--- src/hw/rtl/cbor_pkg.sv ---
// Package for the CBOR stream decoder: payload structs, phase enum, codes, half widening.
// No dependencies.
package cbor_pkg;

    typedef struct packed {
        logic [7:0] data_byte;
        logic       end_of_message;
    } in_req_t;

    typedef struct packed {
        logic [3:0]  token_kind;
        logic [63:0] token_value;
        logic [1:0]  float_format;
        logic [4:0]  nest_depth;
        logic        is_map_key;
        logic        message_done;
        logic [3:0]  status;
    } out_req_t;

    typedef enum logic [2:0] {
        PH_HEAD,
        PH_ARG,
        PH_PAYLOAD,
        PH_DONE,
        PH_DRAIN,
        PH_POP,
        PH_OUT
    } phase_t;

    localparam logic [3:0] TK_UINT    = 4'd0;
    localparam logic [3:0] TK_NEGINT  = 4'd1;
    localparam logic [3:0] TK_FALSE   = 4'd6;
    localparam logic [3:0] TK_FLOAT   = 4'd9;
    localparam logic [3:0] TK_PAYLOAD = 4'd10;
    localparam logic [3:0] TK_STATUS  = 4'd11;

    localparam logic [3:0] ST_OK        = 4'd0;
    localparam logic [3:0] ST_TRUNC     = 4'd1;
    localparam logic [3:0] ST_BAD_INFO  = 4'd2;
    localparam logic [3:0] ST_UINT_BIG  = 4'd3;
    localparam logic [3:0] ST_NEG_BIG   = 4'd4;
    localparam logic [3:0] ST_KEY_TEXT  = 4'd5;
    localparam logic [3:0] ST_SIMPLE    = 4'd6;
    localparam logic [3:0] ST_MAJOR     = 4'd7;
    localparam logic [3:0] ST_TRAILING  = 4'd8;
    localparam logic [3:0] ST_TOO_DEEP  = 4'd9;

    localparam logic [1:0] FF_NONE = 2'd0;
    localparam logic [1:0] FF_HALF = 2'd1;
    localparam logic [1:0] FF_SGL  = 2'd2;
    localparam logic [1:0] FF_DBL  = 2'd3;

    localparam logic [63:0] INT64_TOP = 64'h7fff_ffff_ffff_ffff;

    function automatic logic [31:0] widen_half(input logic [15:0] h);
        logic [4:0]  ex;
        logic [9:0]  man;
        logic [7:0]  e;
        logic [10:0] m;
        logic [31:0] r;
        ex  = h[14:10];
        man = h[9:0];
        r   = {h[15], 31'd0};
        if (ex == 5'd0) begin
            if (man != 10'd0) begin
                m = {1'b0, man};
                e = 8'd113;
                for (int i = 0; i < 10; i++) begin
                    if (m[10] == 1'b0) begin
                        m = {m[9:0], 1'b0};
                        e = e - 8'd1;
                    end
                end
                r = {h[15], e, m[9:0], 13'd0};
            end
        end else if (ex == 5'h1f) begin
            r = {h[15], 8'hff, man, 13'd0};
        end else begin
            r = {h[15], 8'({3'd0, ex} + 8'd112), man, 13'd0};
        end
        return r;
    endfunction

endpackage

--- src/hw/rtl/cbor_stack_mem.sv ---
// Nesting stack memory: remaining count, map flag and expect-key flag per level.
// Depends on nothing; one write port, one registered read port.
module cbor_stack_mem #(
    parameter int DEPTH = 16,
    parameter int AW    = 4
) (
    input  logic          clk,
    input  logic          wr_en,
    input  logic [AW-1:0] wr_addr,
    input  logic [65:0]   wr_data,
    input  logic [AW-1:0] rd_addr,
    output logic [65:0]   rd_data
);

    logic [65:0] mem [DEPTH];

    always_ff @(posedge clk)
    begin
        if (wr_en)
        begin
            mem[wr_addr] <= wr_data;
        end
        rd_data <= mem[rd_addr];
    end

endmodule

--- src/hw/rtl/cbor_stream_decoder_top.sv ---
// CBOR stream decoder top level: byte sequencer around the nesting stack memory.
// Depends on cbor_pkg and cbor_stack_mem.
//
// channel  | direction | payload
// in_*     | in        | cbor_pkg::in_req_t  (data_byte, end_of_message)
// out_*    | out       | cbor_pkg::out_req_t (token fields, status)
//
// A request is taken while the top stack entry is read, and is then decided on.
// A request that gives a result also holds off intake in the cycle in which the result is taken.
// Each finished container popped costs a further memory read.
// A result waits in the output register; the next request is not taken until it leaves.
// rst_n clears all control state; stack entries are written before they are read.
module cbor_stream_decoder_top #(
    parameter int MAX_DEPTH = 16
) (
    input  logic               clk,
    input  logic               rst_n,
    input  logic               in_valid,
    output logic               in_ready,
    input  cbor_pkg::in_req_t  in_data,
    output logic               out_valid,
    input  logic               out_ready,
    output cbor_pkg::out_req_t out_data
);

    localparam int AW = (MAX_DEPTH > 1) ? $clog2(MAX_DEPTH) : 1;
    localparam int LW = $clog2(MAX_DEPTH + 1);

    cbor_pkg::phase_t   phase_reg, phase_next;
    logic               busy_reg, busy_next;
    logic [7:0]         byte_reg, byte_next;
    logic               eom_reg, eom_next;
    logic [63:0]        acc_reg, acc_next;
    logic [3:0]         left_reg, left_next;
    logic [2:0]         major_reg, major_next;
    logic [4:0]         info_reg, info_next;
    logic [63:0]        pay_reg, pay_next;
    logic [LW-1:0]      lvl_reg, lvl_next;
    logic               ov_reg, ov_next;
    cbor_pkg::out_req_t od_reg, od_next;
    cbor_pkg::out_req_t tk_reg, tk_next;
    logic               wasdr_reg, wasdr_next;

    logic               wr_en;
    logic [AW-1:0]      wr_addr, rd_addr;
    logic [65:0]        wr_data, rd_data;

    cbor_stack_mem #(.DEPTH(MAX_DEPTH), .AW(AW)) u_stack (
        .clk     (clk),
        .wr_en   (wr_en),
        .wr_addr (wr_addr),
        .wr_data (wr_data),
        .rd_addr (rd_addr),
        .rd_data (rd_data)
    );

    logic [63:0] t_rem;
    logic        t_map, t_key;
    assign t_rem = rd_data[65:2];
    assign t_map = rd_data[1];
    assign t_key = rd_data[0];

    logic [LW-1:0] lvl_m1;
    assign lvl_m1  = lvl_reg - LW'(1);
    // top entry of the level the next cycle works on
    assign rd_addr = AW'(lvl_next - LW'(1));

    assign in_ready  = !busy_reg && !ov_reg;
    assign out_valid = ov_reg;
    assign out_data  = od_reg;

    always_ff @(posedge clk or negedge rst_n)
    begin
        if (!rst_n)
        begin
            phase_reg <= cbor_pkg::PH_HEAD;
            busy_reg  <= 1'b0;
            acc_reg   <= '0;
            left_reg  <= '0;
            major_reg <= '0;
            info_reg  <= '0;
            pay_reg   <= '0;
            lvl_reg   <= '0;
            ov_reg    <= 1'b0;
            wasdr_reg <= 1'b0;
        end
        else
        begin
            phase_reg <= phase_next;
            busy_reg  <= busy_next;
            acc_reg   <= acc_next;
            left_reg  <= left_next;
            major_reg <= major_next;
            info_reg  <= info_next;
            pay_reg   <= pay_next;
            lvl_reg   <= lvl_next;
            ov_reg    <= ov_next;
            wasdr_reg <= wasdr_next;
        end
    end

    always_ff @(posedge clk)
    begin
        byte_reg <= byte_next;
        eom_reg  <= eom_next;
        od_reg   <= od_next;
        tk_reg   <= tk_next;
    end

    // Sequencer. busy_reg=1 with phase PH_HEAD/ARG/PAYLOAD/DONE/DRAIN: decide cycle
    // (stack top read data valid). PH_POP: finish_item loop, one level per cycle.
    always_comb
    begin
        logic [2:0]  mj;
        logic [4:0]  inf;
        logic        simple_ok, inkey, have, fin;
        logic [3:0]  st;
        logic [63:0] arg;
        cbor_pkg::out_req_t tk;
        logic [63:0] nrem;

        phase_next = phase_reg;
        busy_next  = busy_reg;
        byte_next  = byte_reg;
        eom_next   = eom_reg;
        acc_next   = acc_reg;
        left_next  = left_reg;
        major_next = major_reg;
        info_next  = info_reg;
        pay_next   = pay_reg;
        lvl_next   = lvl_reg;
        ov_next    = ov_reg;
        od_next    = od_reg;
        tk_next    = tk_reg;
        wasdr_next = wasdr_reg;
        wr_en      = 1'b0;
        wr_addr    = AW'(lvl_m1);
        wr_data    = rd_data;
        mj = byte_reg[7:5];
        inf = byte_reg[4:0];
        simple_ok = (inf >= 5'd20 && inf <= 5'd22) || (inf >= 5'd25 && inf <= 5'd27);
        inkey = (lvl_reg != '0) && t_map && t_key;
        have = 1'b0;
        fin = 1'b0;
        st = cbor_pkg::ST_OK;
        arg = '0;
        nrem = t_rem - 64'd1;
        tk = tk_reg;

        if (ov_reg && out_ready)
        begin
            ov_next = 1'b0;
        end

        if (!busy_reg)
        begin
            if (in_valid && in_ready)
            begin
                byte_next  = in_data.data_byte;
                eom_next   = in_data.end_of_message;
                busy_next  = 1'b1;
                wasdr_next = (phase_reg == cbor_pkg::PH_DRAIN);
                tk_next    = '0;
                tk_next.token_kind = cbor_pkg::TK_STATUS;
                tk_next.nest_depth = 5'(lvl_reg);
            end
        end
        else if (phase_reg == cbor_pkg::PH_POP)
        begin
            // finish_item loop body on top entry (rd_data is entry lvl-1)
            if (lvl_reg == '0)
            begin
                have = 1'b1;
                phase_next = cbor_pkg::PH_DONE;
            end
            else if (t_map && t_key)
            begin
                wr_en = 1'b1;
                wr_data = {t_rem, t_map, 1'b0};
                have = 1'b1;
                phase_next = cbor_pkg::PH_HEAD;
            end
            else
            begin
                wr_en = 1'b1;
                wr_data = {nrem, t_map, t_map};
                if (nrem != 64'd0)
                begin
                    have = 1'b1;
                    phase_next = cbor_pkg::PH_HEAD;
                end
                else
                begin
                    lvl_next = lvl_m1;
                end
            end
            st = cbor_pkg::ST_OK;
        end
        else
        begin
            case (phase_reg)
                cbor_pkg::PH_DONE:
                begin
                    st = cbor_pkg::ST_TRAILING;
                    have = 1'b1;
                end
                cbor_pkg::PH_DRAIN:
                begin
                    have = 1'b0;
                end
                cbor_pkg::PH_PAYLOAD:
                begin
                    tk.token_kind = cbor_pkg::TK_PAYLOAD;
                    tk.token_value = {56'd0, byte_reg};
                    have = 1'b1;
                    pay_next = pay_reg - 64'd1;
                    if (pay_reg == 64'd1)
                    begin
                        fin = 1'b1;
                    end
                end
                cbor_pkg::PH_ARG:
                begin
                    acc_next = {acc_reg[55:0], byte_reg};
                    if (left_reg <= 4'd1)
                    begin
                        left_next = '0;
                        arg = acc_next;
                        have = 1'b1;
                    end
                    else
                    begin
                        left_next = left_reg - 4'd1;
                    end
                end
                cbor_pkg::PH_HEAD:
                begin
                    if (mj == 3'd6)
                    begin
                        st = cbor_pkg::ST_MAJOR;
                    end
                    else if (mj == 3'd7 && !simple_ok)
                    begin
                        st = cbor_pkg::ST_SIMPLE;
                    end
                    else if (mj != 3'd7 && inf > 5'd27)
                    begin
                        st = cbor_pkg::ST_BAD_INFO;
                    end
                    else if (inkey && mj != 3'd3)
                    begin
                        st = cbor_pkg::ST_KEY_TEXT;
                    end
                    else
                    begin
                        major_next = mj;
                        info_next = inf;
                        if (mj == 3'd7 && inf <= 5'd22)
                        begin
                            tk.token_kind = cbor_pkg::TK_FALSE + 4'(inf - 5'd20);
                            have = 1'b1;
                            fin = 1'b1;
                        end
                        else if (mj != 3'd7 && inf < 5'd24)
                        begin
                            arg = {59'd0, inf};
                            have = 1'b1;
                        end
                        else
                        begin
                            case (inf)
                                5'd24:   left_next = 4'd1;
                                5'd25:   left_next = 4'd2;
                                5'd26:   left_next = 4'd4;
                                default: left_next = 4'd8;
                            endcase
                            acc_next = '0;
                            phase_next = cbor_pkg::PH_ARG;
                        end
                    end
                end
                default:
                begin
                    have = 1'b0;
                end
            endcase

            // finish_head when the argument became known
            if (have && st == cbor_pkg::ST_OK &&
                (phase_reg == cbor_pkg::PH_ARG ||
                 (phase_reg == cbor_pkg::PH_HEAD && !(mj == 3'd7))))
            begin
                case (major_next)
                    3'd0:
                    begin
                        if (arg > cbor_pkg::INT64_TOP)
                        begin
                            st = cbor_pkg::ST_UINT_BIG;
                        end
                        else
                        begin
                            tk.token_kind = cbor_pkg::TK_UINT;
                            tk.token_value = arg;
                            fin = 1'b1;
                        end
                    end
                    3'd1:
                    begin
                        if (arg >= cbor_pkg::INT64_TOP)
                        begin
                            st = cbor_pkg::ST_NEG_BIG;
                        end
                        else
                        begin
                            tk.token_kind = cbor_pkg::TK_NEGINT;
                            tk.token_value = ~arg;
                            fin = 1'b1;
                        end
                    end
                    3'd2, 3'd3:
                    begin
                        tk.token_kind = {1'b0, major_next};
                        tk.token_value = arg;
                        tk.is_map_key = (major_next == 3'd3) && inkey;
                        if (arg != 64'd0)
                        begin
                            pay_next = arg;
                            phase_next = cbor_pkg::PH_PAYLOAD;
                        end
                        else
                        begin
                            fin = 1'b1;
                        end
                    end
                    3'd4, 3'd5:
                    begin
                        tk.token_kind = {1'b0, major_next};
                        tk.token_value = arg;
                        if (arg != 64'd0)
                        begin
                            if (lvl_reg >= LW'(MAX_DEPTH))
                            begin
                                st = cbor_pkg::ST_TOO_DEEP;
                            end
                            else
                            begin
                                wr_en = 1'b1;
                                wr_addr = AW'(lvl_reg);
                                wr_data = {arg, major_next == 3'd5, major_next == 3'd5};
                                lvl_next = lvl_reg + LW'(1);
                                phase_next = cbor_pkg::PH_HEAD;
                            end
                        end
                        else
                        begin
                            fin = 1'b1;
                        end
                    end
                    default:
                    begin
                        tk.token_kind = cbor_pkg::TK_FLOAT;
                        if (info_reg == 5'd25)
                        begin
                            tk.token_value = {32'd0, cbor_pkg::widen_half(arg[15:0])};
                            tk.float_format = cbor_pkg::FF_HALF;
                        end
                        else if (info_reg == 5'd26)
                        begin
                            tk.token_value = {32'd0, arg[31:0]};
                            tk.float_format = cbor_pkg::FF_SGL;
                        end
                        else
                        begin
                            tk.token_value = arg;
                            tk.float_format = cbor_pkg::FF_DBL;
                        end
                        fin = 1'b1;
                    end
                endcase
            end
            else if (phase_reg == cbor_pkg::PH_ARG && have && major_reg == 3'd7)
            begin
                tk.token_kind = cbor_pkg::TK_FLOAT;
                if (info_reg == 5'd25)
                begin
                    tk.token_value = {32'd0, cbor_pkg::widen_half(arg[15:0])};
                    tk.float_format = cbor_pkg::FF_HALF;
                end
                else if (info_reg == 5'd26)
                begin
                    tk.token_value = {32'd0, arg[31:0]};
                    tk.float_format = cbor_pkg::FF_SGL;
                end
                else
                begin
                    tk.token_value = arg;
                    tk.float_format = cbor_pkg::FF_DBL;
                end
                fin = 1'b1;
            end
            if (st != cbor_pkg::ST_OK)
            begin
                fin = 1'b0;
                wr_en = 1'b0;
                lvl_next = lvl_reg;
            end
            // first finish_item iteration done here, using the read top entry
            if (fin)
            begin
                if (lvl_reg == '0)
                begin
                    phase_next = cbor_pkg::PH_DONE;
                end
                else if (t_map && t_key)
                begin
                    wr_en = 1'b1;
                    wr_data = {t_rem, t_map, 1'b0};
                    phase_next = cbor_pkg::PH_HEAD;
                end
                else
                begin
                    wr_en = 1'b1;
                    wr_data = {nrem, t_map, t_map};
                    if (nrem != 64'd0)
                    begin
                        phase_next = cbor_pkg::PH_HEAD;
                    end
                    else
                    begin
                        lvl_next = lvl_m1;
                        have = 1'b0;
                        tk_next = tk;
                        phase_next = cbor_pkg::PH_POP;
                    end
                end
            end
        end

        // emit
        if (busy_reg && phase_next != cbor_pkg::PH_POP &&
            !(phase_reg == cbor_pkg::PH_POP && lvl_next != lvl_reg))
        begin
            if (st != cbor_pkg::ST_OK)
            begin
                tk = '0;
                tk.token_kind = cbor_pkg::TK_STATUS;
                have = 1'b1;
                phase_next = cbor_pkg::PH_DRAIN;
            end
            if (eom_reg)
            begin
                if (!have)
                begin
                    tk = '0;
                    tk.token_kind = cbor_pkg::TK_STATUS;
                end
                if (st == cbor_pkg::ST_OK && !wasdr_reg && phase_next != cbor_pkg::PH_DONE)
                begin
                    st = cbor_pkg::ST_TRUNC;
                end
                have = 1'b1;
                phase_next = cbor_pkg::PH_HEAD;
                acc_next = '0;
                left_next = '0;
                major_next = '0;
                info_next = '0;
                pay_next = '0;
                lvl_next = '0;
            end
            busy_next = 1'b0;
            if (have)
            begin
                ov_next = 1'b1;
                od_next = tk;
                od_next.message_done = eom_reg;
                od_next.status = st;
            end
        end
        else if (busy_reg && phase_reg == cbor_pkg::PH_POP)
        begin
            phase_next = cbor_pkg::PH_POP;
        end
    end

endmodule

--- config.mk ---
export PLATFORM = sky130hd
export DESIGN_NAME = cbor_stream_decoder_top
export DESIGN_NICKNAME = d
export VERILOG_FILES = /design/src/hw/rtl/cbor_pkg.sv /design/src/hw/rtl/cbor_stack_mem.sv /design/src/hw/rtl/cbor_stream_decoder_top.sv
export SDC_FILE = /design/constraint.sdc
export NUM_CORES = 2
export LEC_CHECK = 0
export BUFFER_PORTS_ARGS = -buffer_cell sky130_fd_sc_hd__buf_2
export CAP_MARGIN = 20
export CORE_UTILIZATION = 45
export CTS_CLUSTER_SIZE = 28
export DETAILED_ROUTE_END_ITERATION = 6
export GPL_TIMING_DRIVEN = 0
export HOLD_SLACK_MARGIN = 0.08
export PLACE_DENSITY = 0.63
export REMOVE_ABC_BUFFERS = 1
export SKIP_CTS_REPAIR_TIMING = 1
export SYNTH_ARGS = -nofsm -noshare
export SYNTH_HDL_FRONTEND = slang
export SYNTH_HIERARCHICAL = 1
export SYNTH_SLANG_ARGS = --single-unit
--- constraint.sdc ---
create_clock -name clk -period 10.15 [get_ports clk]
set_clock_uncertainty 0.15 [all_clocks]
set_input_delay 0.5075 -clock clk [delete_from_list [all_inputs] [get_ports clk]]
set_output_delay 0.5075 -clock clk [all_outputs]
set_load 0.01 [all_outputs]
==> Word-level counts from Yosys, hierarchy flattened <==
Memories as Yosys holds them, arrays and structs flattened. A register that Yosys moved wholly into a read port is not among the register bits.
Index checks and enable logic that the tools add are counted.
{ "classes": {"n_lt_le_gt_ge": 10, "add_sub_neg": 27, "bitwise_logic": 2, "n_reduce_logical": 54, "mux": 515, "eq_ne": 30} }
{ "op_table": {"columns": ["cell", "count"], "rows": [
  ["$mux 11", 139],
  ["$mux 64", 22],
  ["$mux 8", 141],
  ["$mux 66", 13],
  ["$mux 81", 10],
  ["$mux 70", 4],
  ["$pmux 64 s2", 2],
  ["$pmux 68 s3", 1],
  ["$mux 31", 5],
  ["$mux 5", 31],
  ["$sub 8x1->8 const B", 18],
  ["$mux 4", 35],
  ["$mux 68", 2],
  ["$reduce_bool 64->1", 2],
  ["$sub 64x1->64 const B", 2],
  ["$mux 3", 40],
  ["$eq 64x1->1 const B", 1],
  ["$ge 64x63->1 const B", 1],
  ["$gt 64x63->1 const B", 1],
  ["$not 64->64", 1],
  ["$mux 1", 58],
  ["$eq 5x5->1 const B", 6],
  ["$logic_and 1x1->1", 25],
  ["$pmux 4 s2", 3],
  ["40 further kinds", 75]
]} }
{ "totals": {"wordCells": 665, "ramBits": 1056, "regBits": 322, "n_memories": 1, "out_inout_bits": 83} }
{ "memory_table": {"columns": ["name", "words", "width", "read_ports", "rd_ports_with_merged_regs", "wr", "line", "text"], "rows": [
  ["u_stack.mem", 16, 66, 1, 1, 1, "cbor_stack_mem.sv:15", "logic [65:0] mem [DEPTH];"]
]} }

==> Longest topological paths before layout <==
{ "depth": {"ltp_word": 104, "depth_mapped": 25, "depth_no_buf": 23} }

==> Modules after synthesis <==
The synthesis kept the hierarchy.
{ "by_module_without_submodules": {"columns": ["mod", "seq_area_each_um2", "n_inst", "area_each_um2", "cells_each"], "rows": [
  ["cbor_stack_mem", 33031.7, 1, 40800.4, 1698],
  ["cbor_stream_decoder_top", 8563.2, 1, 23886.7, 3109]
]} }

==> Worst setup path before layout <==
No wires, ideal clock.
{ "synth_timing": {"path_type": "register -> register", "start": "register u_stack.rd_data[2], read port of u_stack.mem", "end": "register tk_reg[11] (netlist name) (enable)", "setup_slack_ps": 756, "required_ps": 9402, "n_path_buf": 2, "arrival_time_ps": 8645, "stages_incl_launch_ff": 15, "setup_ps": 598, "period_less_slack_ps": 9394, "path_cell_list": "dfxtp_1 > clkbuf_1 > inv_1 > ha_1 > or3b_2 > or4_4 > or3_1 > buf_2 > nor4_1 > xor2_1 > or3_1 > nand3b_1 > nor4_2 > nand2_1 > o21ai_0"} }
{ "synth_between": {"elab_chain_cells": 4} }
{ "synth_lines": {"columns": ["item", "line", "text"], "rows": [
  ["from (decl)", "cbor_stack_mem.sv:12", "output logic [65:0] rd_data"],
  ["$sub 64x1->64", "cbor_stream_decoder_top.sv:147", "nrem = t_rem - 64'd1;"],
  ["$reduce_bool 64->1", "cbor_stream_decoder_top.sv:424", "if (nrem != 64'd0)"],
  ["$ne 2x2->1 (no source line)", null, null],
  ["$reduce_and 6->1 (no source line)", null, null],
  ["to (signal assigned)", "cbor_stream_decoder_top.sv:107", "tk_reg <= tk_next;"],
  ["to (decl)", "cbor_stream_decoder_top.sv:41", "cbor_pkg::out_req_t tk_reg, tk_next;"]
]} }
No other way between the ends.
A chain may end at the register's enable or synchronous reset.

==> Worst setup path in the final report <==
{ "layout_timing": {"start": "register byte_reg[2]", "end": "register u_stack.rd_data[31], read port of u_stack.mem"} }
{ "layout_between": {"elab_chain_cells": 31, "elab_cells_between_ends": 120} }
{ "layout_lines": {"columns": ["item", "line", "text"], "rows": [
  ["from (decl)", "cbor_stream_decoder_top.sv:31", "logic [7:0] byte_reg, byte_next;"],
  ["from (signal assigned)", "cbor_stream_decoder_top.sv:104", "byte_reg <= byte_next;"],
  ["$lt 5x5->1", "cbor_stream_decoder_top.sv:264", "else if (mj != 3'd7 && inf < 5'd24)"],
  ["$logic_and 1x1->1", "cbor_stream_decoder_top.sv:264", null],
  ["$mux 5", "cbor_stream_decoder_top.sv:264", null],
  ["$mux 5", "cbor_stream_decoder_top.sv:258", "if (mj == 3'd7 && inf <= 5'd22)"],
  ["$mux 5", "cbor_stream_decoder_top.sv:250", "else if (inkey && mj != 3'd3)"],
  ["$mux 5", "cbor_stream_decoder_top.sv:246", "else if (mj != 3'd7 && inf > 5'd27)"],
  ["$mux 5", "cbor_stream_decoder_top.sv:242", "else if (mj == 3'd7 && !simple_ok)"],
  ["$mux 5", "cbor_stream_decoder_top.sv:238", "if (mj == 3'd6)"],
  ["[17 not listed]", null, null],
  ["$ne 5x5->1", "cbor_stream_decoder_top.sv:441", "!(phase_reg == cbor_pkg::PH_POP && lvl_next != lvl_reg))"],
  ["$logic_and 1x1->1", "cbor_stream_decoder_top.sv:441", null],
  ["$logic_not 1->1", "cbor_stream_decoder_top.sv:441", null],
  ["$logic_and 1x1->1", "cbor_stream_decoder_top.sv:440", "if (busy_reg && phase_next != cbor_pkg::PH_POP &&"],
  ["$mux 5 *", "cbor_stream_decoder_top.sv:440", null],
  ["via lvl_next[0]", "cbor_stream_decoder_top.sv:38", "logic [LW-1:0] lvl_reg, lvl_next;"],
  ["$sub 4x1->4 *", "cbor_stream_decoder_top.sv:66", "assign rd_addr = AW'(lvl_next - LW'(1));"],
  ["via rd_addr[0]", "cbor_stream_decoder_top.sv:45", "logic [AW-1:0] wr_addr, rd_addr;"]
]} }
Mark *: on every way through the listed nets, which the timed path passes. The rest lies on a longest branch. The select of a mux whose other input is x is not followed.

==> reports/metrics.cfg <==
[setup_path]
critPathLaunchType = register
r2r_cells = 21
endpoint = u_stack/rd_data[31]
r2r_start = byte_reg[2]
cp-startpoint = byte_reg[2]
regToRegEndpoint = u_stack/rd_data[31]
critical_path_peak_fanout = 116
critPathArrivalTime_ns = 10.35
cp-end-kind = register
r2r_slack_ns = 0.29
cp.required_ns = 10.64
worstSetupPathType = reg2reg

[route]
num_vias = 44100
drc = 7
firstDrtPassIters = 7
drt_wl_total_um = 189000
first_iter_violations = 5737
antenna_left = 0
vias_per_cell = 6.37
wl_per_cell_um = 27.4

[yosys]
synth-edff-count = 1222
yosysWarnings = 6
synthArstFlopShare_pct = 9.99
synth_flop_cell = edfxtp_1
syn_area_mm2 = 0.0647
synthXorXnorAreaFrac_pct = 0.509
synth.distinct_cells = 96
synth-compound-area-share_pct = 11.6
synthCells = 4807
synth_seq_cells = 1431
avgSynthCellArea_um2 = 13.5
synth_area_leaders = edfxtp_1 (57%), mux4_2 (9.2%), dfrtp_1 (5.5%), nor2_1 (2.9%), nand2_1 (2.8%)
yosysSeqAreaShare_pct = 64.3
synth_top_family_by_area = compound AO/OA/AOI/OAI gates
synth_top_area_share_pct = 56.7
synth_adder_area_share_pct = 0.422
yosys.area_share.simple_pct = 10.8
muxShareOfSynthArea_pct = 9.60
yosysTopAreaCell = edfxtp_1

[global_route]
grt.total_usage_pct = 25.8
grt_pass1_wl_um = 280000
overflow = 0
grt_max_degree = 117
grt_pass1_vias = 42100
grt_antenna_before_repair = 7

[placed_design]
place_inst = 6604
hpwlAfterDp_um = 125000
gp_congestion = 0.932
portBuffers = 95

[status]
violations = DRC
status = finished with violations

[min_path]
worstHoldPathType = in2async

[clock_network]
clockBufferDepth = 3
cts_tree = built
clk_latency_ns = 0.82
cts_root_buffer = clkbuf_16
path_clk_slew_ns = 0.06
cts_buffers = 150
ctsHtreeMaxLevel = 4
numClockSinks = 1431

[sta]
hold_slack_ns = 0.156
grt_setup_unrepaired = no
drv_slew = 0
fmax_mhz = 101
hold_viol = 0
slew_headroom_pct = 19.8
worstMarginPinSlew_ns = 1.19
setup_viol = 0
fin_crit_ns = 9.86
fin_crit_sh_pct = 97.1

[power_and_ir_drop]
design_power_total_mw = 25.7
vdd_ir_drop_max_v = 0.000300
p_leak_nw = 25.5
p_per_area_mw_per_mm2 = 345

[cells_and_area]
mostFrequentLayoutCells = edfxtp_1 (1222), nor2_1 (482), nand2_1 (473)
utilization_pct = 52.4
area_delta_synth_final_pct = 15.1
antenna_cells = 0
finalNonFillerCells = 6912
drive_gt1_share_pct = 18.0
nets = 4931
largest_reg_flops = 1056
final_common_cell = edfxtp_1

[die]
io_pins = 96
start_util_pct = 45.5
rows = 138
die_h_um = 381
die_area_mm2 = 0.145
core_region_area_mm2 = 0.142
die_x_um = 381

[run]
maxCapViolCount = 0

==> how the worst min path moves through the flow <==
stage | from | endpoint | slack [ns] | cells after the start
2_1_floorplan | rst_n | acc_reg[0] | 0.06 | 0
3_3_place_gp | wasdr_reg | wasdr_reg | 0.31 | 2
3_5_place_dp | wasdr_reg | wasdr_reg | 0.31 | 2
4_1_cts | rst_n | left_reg[1] | -0.42 | 1
5_1_grt | rst_n | left_reg[0] | 0.23 | 2
6_report | rst_n | info_reg[1] | 0.16 | 2
==> critical path, cell delays in order (launching register included) <==
cell      delay [ns]
edfxtp_1        0.94
inv_1           0.42
ha_1            0.30
nand3b_1        0.14
nand2b_1        0.12
nor3_1          0.56
o21ai_1         0.36
o21ai_2         0.67
nand2_2         0.33
o41a_1          0.79
o211ai_2        0.68
o31ai_2         0.29
a31oi_4         0.64
buf_16          0.25
nor2b_1         0.13
inv_8           0.49
ha_1            0.42
inv_8           0.33
buf_16          0.52
mux4_2          0.44
a22oi_1         0.28
nand2_1         0.21
==> power by group <==
| part | leakage [nW] | switching, mW | internal [mW] | total (mW) |
|---|---|---|---|---|
| clock | 2.48 | 2.39 | 3.23 | 5.61 |
| sequential | 13.7 | 0.771 | 8.42 | 9.19 |
| combinational | 9.37 | 7.00 | 3.86 | 10.9 |
==> cells in the mapped netlist (69+ instances only) <==
cell,n
a21oi_1,205
mux4_2,264
nor3_1,95
clkbuf_1,260
a22oi_1,236
dfrtp_1,143
edfxtp_1,1222
nand2_1,478
nand3_1,69
nor4_1,76
nor2_1,499
o21ai_0,262
==> routing by layer <==
layer	vias to the layer above	GRT usage, %	wire, um
met2	2296	39.9	87300
met1	22400	36.9	79000
li1	19000	-	-
met3	382	4.15	16400
met5	-	0	41
met4	6	8.98	6370
==> cell families (layout without fill, tap and decap cells) <==
| group | Yosys count | in the layout |
|---|---|---|
| flops | 1431 | 1431 |
| buf+inv | 396 | 611 |
| compound gates | 1128 | 1128 |
| fa+ha+maj | 22 | 22 |
| xor+xnor | 36 | 36 |
| mux | 290 | 290 |
| simple gates | 1504 | 1504 |
==> layout make-up <==
cell class                 instances  area, um^2
multi-input combinational       2980       21700
sequential                      1431       41600
clock inverter                    85        1060
timing repair buffer             286        3550
fill                           11600       67600
tap                             1890        2360
inverter                          48         198
clock buffer                     192        4050
==> through the flow <==
stage	setup TNS (ns)	setup slack [ns]	cell area, um^2
detailed placement	0	0.542	69100
floorplan	-1378.75	-14.19	63100
global route	0	0.0267	74500
finish	0	0.292	74500
global placement	-	-30.38	66000
CTS	0	0.426	74200
No activity file was read; power rests on OpenSTA's default activity.
